===== config.mk =====
export PLATFORM = sky130hd
export DESIGN_NAME = balance_cascade_controller
export DESIGN_NICKNAME = d
export VERILOG_FILES = /design/src/bcc_pkg.sv /design/src/balance_cascade_controller.sv
export SDC_FILE = /design/constraint.sdc
export NUM_CORES = 2
export LEC_CHECK = 0
export BUFFER_PORTS_ARGS = -buffer_cell sky130_fd_sc_hd__clkbuf_2
export CAP_MARGIN = 20
export CORE_AREA = 2 2 371 373
export DETAILED_ROUTE_END_ITERATION = 7
export DIE_AREA = 0 0 373 375
export SLEW_MARGIN = 30
export SYNTH_ARGS = -nofsm -noshare
export SYNTH_HDL_FRONTEND = slang
export SYNTH_SLANG_ARGS = --single-unit

===== constraint.sdc =====
create_clock -name i_clk -period 40.8 [get_ports i_clk]
set_input_delay 6.12 -clock i_clk [delete_from_list [all_inputs] [get_ports i_clk]]
set_output_delay 6.12 -clock i_clk [all_outputs]
set_load 0.02 [all_outputs]

===== src/bcc_pkg.sv =====
// Package for the balance cascade controller: payload types, register indexes, helpers.
`default_nettype none

package bcc_pkg;

    // outer loop runs when the tick counter reaches this value
    localparam logic [3:0] SPEED_DIVIDE = 4'd10;

    localparam int CfgIdxW = 3;
    localparam int CfgDataW = 32;

    typedef enum logic [CfgIdxW-1:0] {
        CFG_CONTROL_ENABLE     = 3'd0,
        CFG_SPEED_GAIN_P       = 3'd1,
        CFG_SPEED_GAIN_I_DT    = 3'd2,
        CFG_PITCH_TARGET_LIMIT = 3'd3,
        CFG_TILT_GAIN_P        = 3'd4,
        CFG_TILT_GAIN_D        = 3'd5,
        CFG_CURRENT_LIMIT      = 3'd6,
        CFG_SHUTDOWN_ANGLE     = 3'd7
    } t_cfg_idx;

    typedef struct packed {
        logic signed [15:0] pitch;
        logic signed [15:0] pitch_vel;
        logic signed [15:0] wheel_speed;
    } t_in;

    typedef struct packed {
        logic signed [15:0] motor_current;
        logic signed [15:0] current_unclamped;
        logic signed [15:0] current_p_term;
        logic signed [15:0] current_d_term;
        logic signed [15:0] pitch_target_out;
        logic signed [15:0] speed_p_term;
        logic signed [15:0] speed_int_term;
        logic signed [15:0] speed_measured;
        logic               tipped_over;
        logic               speed_updated;
    } t_out;

    function automatic logic signed [15:0] sat16(input logic signed [31:0] v);
        if (v > 32'sd32767) begin
            return 16'sh7fff;
        end else if (v < -32'sd32768) begin
            return 16'sh8000;
        end
        return v[15:0];
    endfunction

    function automatic logic signed [31:0] sat32(input logic signed [42:0] v);
        if (v > 43'sh000_7fff_ffff) begin
            return 32'sh7fff_ffff;
        end else if (v < -43'sh000_8000_0000) begin
            return 32'sh8000_0000;
        end
        return v[31:0];
    endfunction

    // symmetric clamp to +-lim, lim is a 15-bit magnitude
    function automatic logic signed [15:0] clamp_lim(input logic signed [31:0] v,
                                                     input logic [14:0] lim);
        logic signed [31:0] hi;
        logic signed [31:0] lo;
        hi = signed'({17'b0, lim});
        lo = -hi;
        if (v > hi) begin
            return hi[15:0];
        end else if (v < lo) begin
            return lo[15:0];
        end
        return v[15:0];
    endfunction

endpackage

`default_nettype wire


===== src/balance_cascade_controller.sv =====
// Cascaded speed PI / pitch PD balance controller built around one shared multiplier.
`default_nettype none

// Each control tick is one input transaction. With control_enable set, a tick runs
// through an eight-step sequencer that reuses a single signed 32x17 multiplier four
// times (speed P, speed I, tilt P, tilt D) with rounding, saturation and clamp steps
// in between; the result is registered in S_SUM and no new tick is taken before the
// return to S_IDLE. With control_enable clear the result is ready the cycle after
// acceptance. The input is ready only when the sequencer is idle and the output register
// is free or being drained. Gains are Q8.24, angles and currents Q4.12; products round
// to nearest (ties up) and all result fields saturate to 16 bits. The outer speed loop
// runs on every eleventh enabled tick. Write configuration only while the block is idle;
// writing control_enable also clears the speed integral.
module balance_cascade_controller (
    input  wire logic                           i_clk,
    input  wire logic                           i_rst_n,
    input  wire logic                           i_in_valid,
    output logic                                o_in_ready,
    input  wire bcc_pkg::t_in                   i_in_data,
    output logic                                o_out_valid,
    input  wire logic                           i_out_ready,
    output bcc_pkg::t_out                       o_out_data,
    input  wire logic                           i_cfg_we,
    input  wire logic [bcc_pkg::CfgIdxW-1:0]    i_cfg_index,
    input  wire logic [bcc_pkg::CfgDataW-1:0]   i_cfg_data
);

    typedef enum logic [3:0] {
        S_IDLE,
        S_MUL_SP,
        S_MUL_I,
        S_INTEG,
        S_SI,
        S_PT,
        S_MUL_P,
        S_MUL_D,
        S_SUM
    } t_state;

    t_state r_state;

    // configuration
    logic               r_enable;
    logic signed [31:0] r_gain_sp;
    logic signed [31:0] r_gain_si;
    logic [14:0]        r_pt_limit;
    logic signed [31:0] r_gain_tp;
    logic signed [31:0] r_gain_td;
    logic [14:0]        r_cur_limit;
    logic [14:0]        r_shutdown;

    // loop state
    logic [3:0]         r_tick;
    logic signed [15:0] r_held;
    logic signed [15:0] r_pt;
    logic signed [31:0] r_integ;

    // per-transaction working registers
    logic signed [15:0] r_pitch;
    logic signed [15:0] r_rate;
    logic               r_upd;
    logic               r_tipped;
    logic signed [48:0] r_prod;
    logic signed [29:0] r_sp;
    logic signed [15:0] r_si;
    logic signed [24:0] r_cp;

    logic               r_out_valid;
    bcc_pkg::t_out      r_out;

    // shared multiplier
    logic signed [31:0] w_op_a;
    logic signed [16:0] w_op_b;
    logic signed [48:0] w_prod;

    logic signed [16:0] w_err;
    logic signed [16:0] w_perr;
    logic signed [16:0] w_neg_rate;
    logic signed [16:0] w_abs_pitch;
    logic               w_tipped;
    logic               w_accept;
    bcc_pkg::t_out      w_idle_out;

    logic signed [48:0] w_rnd7;
    logic signed [48:0] w_rnd19;
    logic signed [48:0] w_rnd21;
    logic signed [48:0] w_rnd24;
    logic signed [42:0] w_isum;
    logic signed [32:0] w_irnd;
    logic signed [29:0] w_cd_w;
    logic signed [31:0] w_sum;
    logic signed [31:0] w_cd;

    assign w_accept    = i_in_valid && o_in_ready;
    assign o_in_ready  = (r_state == S_IDLE) && (!r_out_valid || i_out_ready);
    assign o_out_valid = r_out_valid;
    assign o_out_data  = r_out;

    // error = held speed, except the negation of -32768 saturates
    assign w_err      = (r_held == 16'sh8000) ? -17'sd32767 : 17'(r_held);
    assign w_perr     = 17'(r_pt) - 17'(r_pitch);
    assign w_neg_rate = -17'(r_rate);

    assign w_abs_pitch = i_in_data.pitch[15] ? -17'(i_in_data.pitch) : 17'(i_in_data.pitch);
    assign w_tipped    = w_abs_pitch > signed'({2'b0, r_shutdown});

    // result of a tick taken while the loops are off
    always_comb begin
        w_idle_out = '0;
        w_idle_out.speed_measured = bcc_pkg::sat16(-32'(i_in_data.wheel_speed));
    end

    always_comb begin
        case (r_state)
            S_MUL_I: begin
                w_op_a = r_gain_si;
                w_op_b = w_err;
            end
            S_MUL_P: begin
                w_op_a = r_gain_tp;
                w_op_b = w_perr;
            end
            S_MUL_D: begin
                w_op_a = r_gain_td;
                w_op_b = w_neg_rate;
            end
            default: begin
                w_op_a = r_gain_sp;
                w_op_b = w_err;
            end
        endcase
    end

    assign w_prod = 49'(w_op_a) * 49'(w_op_b);

    // round to nearest, ties up, then arithmetic shift
    assign w_rnd7  = r_prod + 49'sh40;
    assign w_rnd19 = r_prod + 49'sh4_0000;
    assign w_rnd21 = r_prod + 49'sh10_0000;
    assign w_rnd24 = r_prod + 49'sh80_0000;

    assign w_isum = 43'(r_integ) + 43'(signed'(w_rnd7[48:7]));
    assign w_irnd = 33'(r_integ) + 33'sh800;

    assign w_cd_w = 30'(signed'(w_rnd21[48:21]));
    assign w_cd   = 32'(w_cd_w);
    assign w_sum  = 32'(r_cp) + w_cd;

    always_ff @(posedge i_clk) begin
        if (!i_rst_n) begin
            r_state     <= S_IDLE;
            r_out_valid <= 1'b0;
            r_enable    <= 1'b0;
            r_gain_sp   <= 32'sd10066;
            r_gain_si   <= 32'sd0;
            r_pt_limit  <= 15'd328;
            r_gain_tp   <= 32'sd161061274;
            r_gain_td   <= 32'sd4362076;
            r_cur_limit <= 15'd4915;
            r_shutdown  <= 15'd8192;
            r_tick      <= 4'd0;
            r_held      <= 16'sd0;
            r_pt        <= 16'sd0;
            r_integ     <= 32'sd0;
            r_upd       <= 1'b0;
            r_tipped    <= 1'b0;
        end else begin
            // a disabled tick refills the output in the same cycle it drains
            if (r_out_valid && i_out_ready && !(w_accept && !r_enable)) begin
                r_out_valid <= 1'b0;
            end

            case (r_state)
                S_IDLE: begin
                    if (w_accept) begin
                        r_pitch  <= i_in_data.pitch;
                        r_rate   <= i_in_data.pitch_vel;
                        r_tipped <= w_tipped;
                        if (!r_enable) begin
                            r_tick      <= 4'd0;
                            r_pt        <= 16'sd0;
                            r_integ     <= 32'sd0;
                            r_held      <= i_in_data.wheel_speed;
                            r_out       <= w_idle_out;
                            r_out_valid <= 1'b1;
                        end else begin
                            if (r_tick >= bcc_pkg::SPEED_DIVIDE) begin
                                r_tick <= 4'd0;
                                r_upd  <= 1'b1;
                                r_held <= i_in_data.wheel_speed;
                            end else begin
                                r_tick <= r_tick + 4'd1;
                                r_upd  <= 1'b0;
                            end
                            r_state <= S_MUL_SP;
                        end
                    end
                end
                S_MUL_SP: begin
                    r_prod  <= w_prod;
                    r_state <= S_MUL_I;
                end
                S_MUL_I: begin
                    r_sp    <= 30'(w_rnd19[48:19]);
                    r_prod  <= w_prod;
                    r_state <= S_INTEG;
                end
                S_INTEG: begin
                    if (r_upd) begin
                        if (r_gain_si != 32'sd0) begin
                            r_integ <= bcc_pkg::sat32(w_isum);
                        end else begin
                            r_integ <= 32'sd0;
                        end
                    end
                    r_state <= S_SI;
                end
                S_SI: begin
                    r_si    <= bcc_pkg::clamp_lim(32'(signed'(w_irnd[32:12])), r_pt_limit);
                    r_state <= S_PT;
                end
                S_PT: begin
                    if (r_upd) begin
                        r_pt <= bcc_pkg::clamp_lim(32'(r_sp) + 32'(r_si), r_pt_limit);
                    end
                    // a fall clears the integral after the outer loop has used it
                    if (r_tipped) begin
                        r_integ <= 32'sd0;
                    end
                    r_state <= S_MUL_P;
                end
                S_MUL_P: begin
                    r_prod  <= w_prod;
                    r_state <= S_MUL_D;
                end
                S_MUL_D: begin
                    r_cp    <= 25'(w_rnd24[48:24]);
                    r_prod  <= w_prod;
                    r_state <= S_SUM;
                end
                S_SUM: begin
                    if (r_tipped) begin
                        r_out.motor_current     <= 16'sd0;
                        r_out.current_unclamped <= 16'sd0;
                        r_out.current_p_term    <= 16'sd0;
                        r_out.current_d_term    <= 16'sd0;
                    end else begin
                        r_out.motor_current     <= bcc_pkg::clamp_lim(w_sum, r_cur_limit);
                        r_out.current_unclamped <= bcc_pkg::sat16(w_sum);
                        r_out.current_p_term    <= bcc_pkg::sat16(32'(r_cp));
                        r_out.current_d_term    <= bcc_pkg::sat16(w_cd);
                    end
                    r_out.pitch_target_out <= r_pt;
                    r_out.speed_p_term     <= bcc_pkg::sat16(32'(r_sp));
                    r_out.speed_int_term   <= r_si;
                    r_out.speed_measured   <= bcc_pkg::sat16(-32'(r_held));
                    r_out.tipped_over      <= r_tipped;
                    r_out.speed_updated    <= r_upd;
                    r_out_valid            <= 1'b1;
                    r_state                <= S_IDLE;
                end
                default: begin
                    r_state <= S_IDLE;
                end
            endcase

            if (i_cfg_we) begin
                case (bcc_pkg::t_cfg_idx'(i_cfg_index))
                    bcc_pkg::CFG_CONTROL_ENABLE: begin
                        r_enable <= i_cfg_data[0];
                        r_integ  <= 32'sd0;
                    end
                    bcc_pkg::CFG_SPEED_GAIN_P:       r_gain_sp   <= signed'(i_cfg_data);
                    bcc_pkg::CFG_SPEED_GAIN_I_DT:    r_gain_si   <= signed'(i_cfg_data);
                    bcc_pkg::CFG_PITCH_TARGET_LIMIT: r_pt_limit  <= i_cfg_data[14:0];
                    bcc_pkg::CFG_TILT_GAIN_P:        r_gain_tp   <= signed'(i_cfg_data);
                    bcc_pkg::CFG_TILT_GAIN_D:        r_gain_td   <= signed'(i_cfg_data);
                    bcc_pkg::CFG_CURRENT_LIMIT:      r_cur_limit <= i_cfg_data[14:0];
                    bcc_pkg::CFG_SHUTDOWN_ANGLE:     r_shutdown  <= i_cfg_data[14:0];
                    default: begin
                    end
                endcase
            end
        end
    end

endmodule

`default_nettype wire

# Word level (Yosys, flattened, before mapping)
# Index checks and enable logic that the tools add are counted.
dict set report word_totals {
  ff_bits 531
  inputBits 88
  out_inout_bits 132
  wordCells 233
}
dict set report classes {
  addsub 16
  n_mul 1
  order_cmp 22
  n_eq_ne 21
  n_mux 107
  n_reduce_logical 34
}
# cell n
set ops {}
lappend ops {{16-bit two-way mux} 32}
lappend ops {{32-bit two-way mux} 10}
lappend ops {{130-bit two-way mux} 2}
lappend ops {{130-bit one-hot mux with 2 select lines} 1}
lappend ops {{32-bit one-hot mux with 3 select lines} 2}
lappend ops {{32-bit by 16-bit > comparator with 1-bit output (second input constant)} 2}
lappend ops {{32-bit by 16-bit < comparator with 1-bit output (second input constant)} 2}
lappend ops {{64-bit two-way mux} 1}
lappend ops {{15-bit negation with 32-bit output} 2}
lappend ops {{16-bit negation with 32-bit output} 2}
lappend ops {{49-bit by 20-bit adder with 49-bit output (second input constant)} 1}
lappend ops {{49-bit by 22-bit adder with 49-bit output (second input constant)} 1}
lappend ops {{49-bit by 25-bit adder with 49-bit output (second input constant)} 1}
lappend ops {{49-bit by 8-bit adder with 49-bit output (second input constant)} 1}
lappend ops {{32-bit by 17-bit multiplier with 49-bit output} 1}
lappend ops {{1-bit two-way mux} 49}
lappend ops {{32-bit by 42-bit adder with 43-bit output} 1}
lappend ops {{43-bit by 32-bit > comparator with 1-bit output (second input constant)} 1}
lappend ops {{43-bit by 32-bit < comparator with 1-bit output (second input constant)} 1}
lappend ops {{17-bit two-way mux} 2}
lappend ops {{16-bit negation with 17-bit output} 2}
lappend ops {{17-bit one-hot mux with 2 select lines} 1}
lappend ops {{32-bit by 13-bit adder with 33-bit output (second input constant)} 1}
lappend ops {{21-bit by 32-bit < comparator with 1-bit output} 1}
lappend ops {{44 further kinds} 81}

# Depth between registers and ports, before layout
dict set report logic_depth {
  word_depth 15
  mapped_depth 39
  mapped_depth_nobuf 38
}

# Least setup slack after synthesis
# Ideal clock, no wire load.
dict set report synth_path {
  path_kind {input -> register}
  from {input port i_out_ready}
  to {register r_out, in the netlist o_out_data[0], enable pin}
  setup_ns 0.938
  arrival_ns 19.197
  required_ns 39.862
  setup_slack_ns 20.665
  cell_stages 6
  n_path_buf 0
  cell_sequence {nand2b_1 -> and3_1 -> nand2_1 -> nor2_1 -> nor2_1 -> nor4_1}
}
dict set report synth_between {
  elab_chain_cells 5
}
# item line_no
set synth_rtl {}
lappend synth_rtl {{from (decl)} balance_cascade_controller.sv:21} ;# input wire logic i_out_ready,
lappend synth_rtl {{1-bit logical OR} balance_cascade_controller.sv:95} ;# assign o_in_ready = (r_state == S_IDLE) && (!r_out_valid || i_out_ready);
lappend synth_rtl {{1-bit logical AND} balance_cascade_controller.sv:95}
lappend synth_rtl {{via o_in_ready} balance_cascade_controller.sv:18} ;# output logic o_in_ready,
lappend synth_rtl {{1-bit logical AND} balance_cascade_controller.sv:94} ;# assign w_accept = i_in_valid && o_in_ready;
lappend synth_rtl {{2-bit inequality test (no source line)} n/a}
lappend synth_rtl {{4-bit AND reduction (no source line)} n/a}
lappend synth_rtl {{to (signal assigned)} balance_cascade_controller.sv:184} ;# r_out <= w_idle_out;
lappend synth_rtl {{to (decl)} balance_cascade_controller.sv:69} ;# bcc_pkg::t_out r_out;
# The timed path passes the listed nets, and every way through them passes these cells.
# A chain may end at the register's enable or synchronous reset.

# Worst setup path after layout
dict set report layout_path {
  from {input port i_out_ready}
  to {output port o_in_ready}
}
dict set report layout_between {
  elab_chain_cells 2
}
# item line_no
set layout_rtl {}
lappend layout_rtl {{1-bit logical OR} balance_cascade_controller.sv:95}
lappend layout_rtl {{1-bit logical AND} balance_cascade_controller.sv:95}
lappend layout_rtl {{to (decl)} balance_cascade_controller.sv:18}
# No other way between the ends.

==> impl_metrics.json <==
{
  "seq_power_share_pct": 37.5,
  "avgRoutedWirePerCell_um": 21.8,
  "syn_nets": 7244,
  "fp.dieArea_um2": 140000,
  "hp-class": "flop to flop",
  "p_int_uw": 1060,
  "tightest_slew_ns": 0.964,
  "num_io_pins": 220,
  "cts_setup_buffers": 0,
  "drt_iter0_drc": 3843,
  "vdd_ir_drop_max_uv": 33.9,
  "grt_pass1_wl_um": 270000,
  "crit_slowest_cell": "and3_1",
  "cts-hold-fix-buffers": 0,
  "die_y_um": 375,
  "grt_usage_pct": 24.9,
  "cts_sinks": 525,
  "synth_top_family_by_area": "adder cells",
  "gp_congestion": 0.974,
  "ys_seq_elements": 525,
  "netlist-cell-type-count": 97,
  "drt_pre_antenna_iters": 8,
  "yosys.area.top_type": "fa_1",
  "cp-end-kind": "output port",
  "path_max_fanout": 4,
  "ys_seq_area_share_pct": 24.6,
  "hpwl_um": 139000,
  "synth.top_cell.area_share_pct": 19.4,
  "max-cap-violations": 0,
  "yosys_most_used_dff": "edfxtp_1",
  "maxSlewViolCount": 0,
  "setup-tns-final_ns": 0,
  "grt_pass1_vias": 44700,
  "synth_xor_area_share_pct": 5.71,
  "drcViolationCount": 0,
  "synthMuxAreaShare_pct": 1.19,
  "syn_to_final_growth_pct": 9.11,
  "fp.coreArea_um2": 136000,
  "synth-compound-area-share_pct": 13.8,
  "arrival_ns": 6.71,
  "hold_viol": 0,
  "p_sw_share_pct": 32.5,
  "cts-root-buf": "clkbuf_16",
  "power_frac_comb_pct": 25.8,
  "cts_resized": 0,
  "fin_crit_sh_pct": 31.4,
  "status": "completed",
  "max_stage_delay_ns": 0.22,
  "rsz0062_at_grt": "false",
  "power_density_nw_per_um2": 26.8,
  "start_kind": "input port",
  "timing.final.crit_period_ns": 12.83,
  "crit_required_ns": 34.68,
  "p_sw_uw": 512,
  "slew_headroom_pct": 35.2,
  "routed_wl_um": 177000,
  "h-tree-depth": 2,
  "cts_tree": "done",
  "setup_viol": 0,
  "netlist_area_um2": 54000,
  "clkLatencyLatePin_ns": 0.68,
  "fp-row-count": 136,
  "critPathTopFamily": "simple AND/OR/NAND/NOR gates",
  "crit_chain": "clkbuf_2 -> nand2b_1 -> and3_1 -> clkbuf_2",
  "port_buffers": 219,
  "die_w_um": 373,
  "cts_made_buffers": 61,
  "power_leakage_uw": 0.0259,
  "fin_worst_skew_ns": 0.0407,
  "clk_pin_slew_worst_paths_ns": 0.06,
  "yosys_warnings": 0,
  "synthAdderAreaFrac_pct": 28.6,
  "synth-simple-area-share_pct": 18.6,
  "synth.area.top_cells": "fa_1, edfxtp_1, dfxtp_1",
  "clockPowerShare_pct": 36.6,
  "layout_setup_ws_ns": 27.97,
  "post-place-ws_ns": 27.97,
  "worst-setup-path-type": "input port to output port",
  "grt_overflow": 0,
  "synth-edff-count": 276,
  "netlist_instances": 6236,
  "fmax_mhz": 77.9,
  "drtAntennaViolNets": 0,
  "async_flop_share_pct": 0,
  "critPathBufInv": 2,
  "clk_path_buf_depth": 3,
  "start_util_pct": 39.6,
  "yosysMostFrequentCell": "nand2_1",
  "nets": 7285,
  "cpMostUsedCell": "clkbuf_2",
  "via_count": 45100,
  "viasPerCell": 5.55,
  "antenna_found_initial": 11,
  "syn_area_per_cell_um2": 8.65,
  "drive_above_1_share_pct": 7.63,
  "grt_max_degree": 87,
  "synth_commonest_cells": "nand2_1, inv_1, fa_1"
}
==> power groups by stage <==
stage	registers [µW]	clock network (µW)	logic (µW)
after detailed placement	603	0	405
after floorplan	609	0	273
after CTS	592	588	408
final	592	577	407
after global routing	593	608	454
after global placement	603	0	399
==> through the flow <==
stage	instances	power, µW	hold WS (ns)	area, µm²	util [%]
4_1_cts	8122	1590	0.467	58900	43.2
5_1_grt	8126	1660	0.484	58900	43.2
3_3_place_gp	8005	1000	0.447	56700	41.6
6_report	8128	1580	0.465	58900	43.2
3_5_place_dp	8008	1010	0.456	56800	41.6
2_1_floorplan	6236	882	0.432	54000	-
==> metal layers <==
metal  up-vias  share of wire (%)  track usage (%)
met4         6                5.0             11.4
met2      1607                 46             41.0
li1      20900                  -                -
met1     22100                 41             31.9
met3       408                7.5             4.38
met5         -              0.016                0
==> path summary, 6_finish.rpt <==
kind | from | endpoint | slack [ns] | depth (start not counted)
setup reg to reg | r_pt[0]$_SDFFE_PN0P_ | r_prod[48]$_DFFE_PP_ | 30.65 | 34
hold reg to reg | r_gain_tp[30]$_SDFFE_PN0P_ | r_gain_tp[30]$_SDFFE_PN0P_ | 0.47 | 2
setup / recovery | i_out_ready | o_in_ready | 27.97 | 4
hold / removal | r_gain_tp[30]$_SDFFE_PN0P_ | r_gain_tp[30]$_SDFFE_PN0P_ | 0.47 | 2
==> registers in the layout, summed over array words and instances (netlist names) <==
register and cells:
r_gain_si 32, r_si 16, r_cur_limit 15, r_cp 25, o_out_data 130, r_tick 4
r_upd 1, r_pt 16, r_gain_tp 32, r_pt_limit 15, r_gain_td 32, r_rate 16
o_out_valid 1, r_prod 43, r_enable 1, r_shutdown 15, r_integ 32, r_pitch 16
r_tipped 1, r_gain_sp 32, r_sp 30, r_state 4, r_held 16
==> cell type report <==
| cell class | instances | area [µm²] |
|---|---|---|
| Fill cell | 13500 | 77400 |
| Multi-Input combinational cell | 4660 | 36800 |
| Sequential cell | 525 | 13300 |
| Inverter | 741 | 2780 |
| Tap cell | 1794 | 2240 |
| Timing Repair Buffer | 288 | 1630 |
| Clock buffer | 72 | 1580 |
| Clock inverter | 42 | 509 |
| Antenna cell | 6 | 15.0 |
==> kinds of logic after synthesis <==
logic type / after synthesis
flip-flops: 525
adder cells (fa/ha/maj): 920
XOR/XNOR: 352
AND/OR/NAND/NOR: 2233
buffers and inverters: 1051
AO/OA/AOI/OAI: 1094
multiplexers: 61
==> tightest hold or removal path, stage by stage, from the launching register on <==
cell and delay, ns:
dfxtp_1 0.30, nand2_1 0.05, a21boi_0 0.06
==> layout by cell type (no fill, tap or decap), drive strengths merged, types with 51 or more instances in the layout <==
cell type,count
a21boi,155
a21o,96
a21oi,286
and2,111
and3,58
buf,70
clkbuf,290
dfxtp,249
edfxtp,276
fa,524
ha,396
inv,744
nand2,1050
nand3,147
nand4,70
nor2,459
nor3,97
nor4,51
o211ai,52
o21a,56
o21ai,152
xnor2,252
xor2,100
No activity file was read; power rests on OpenSTA's default activity.
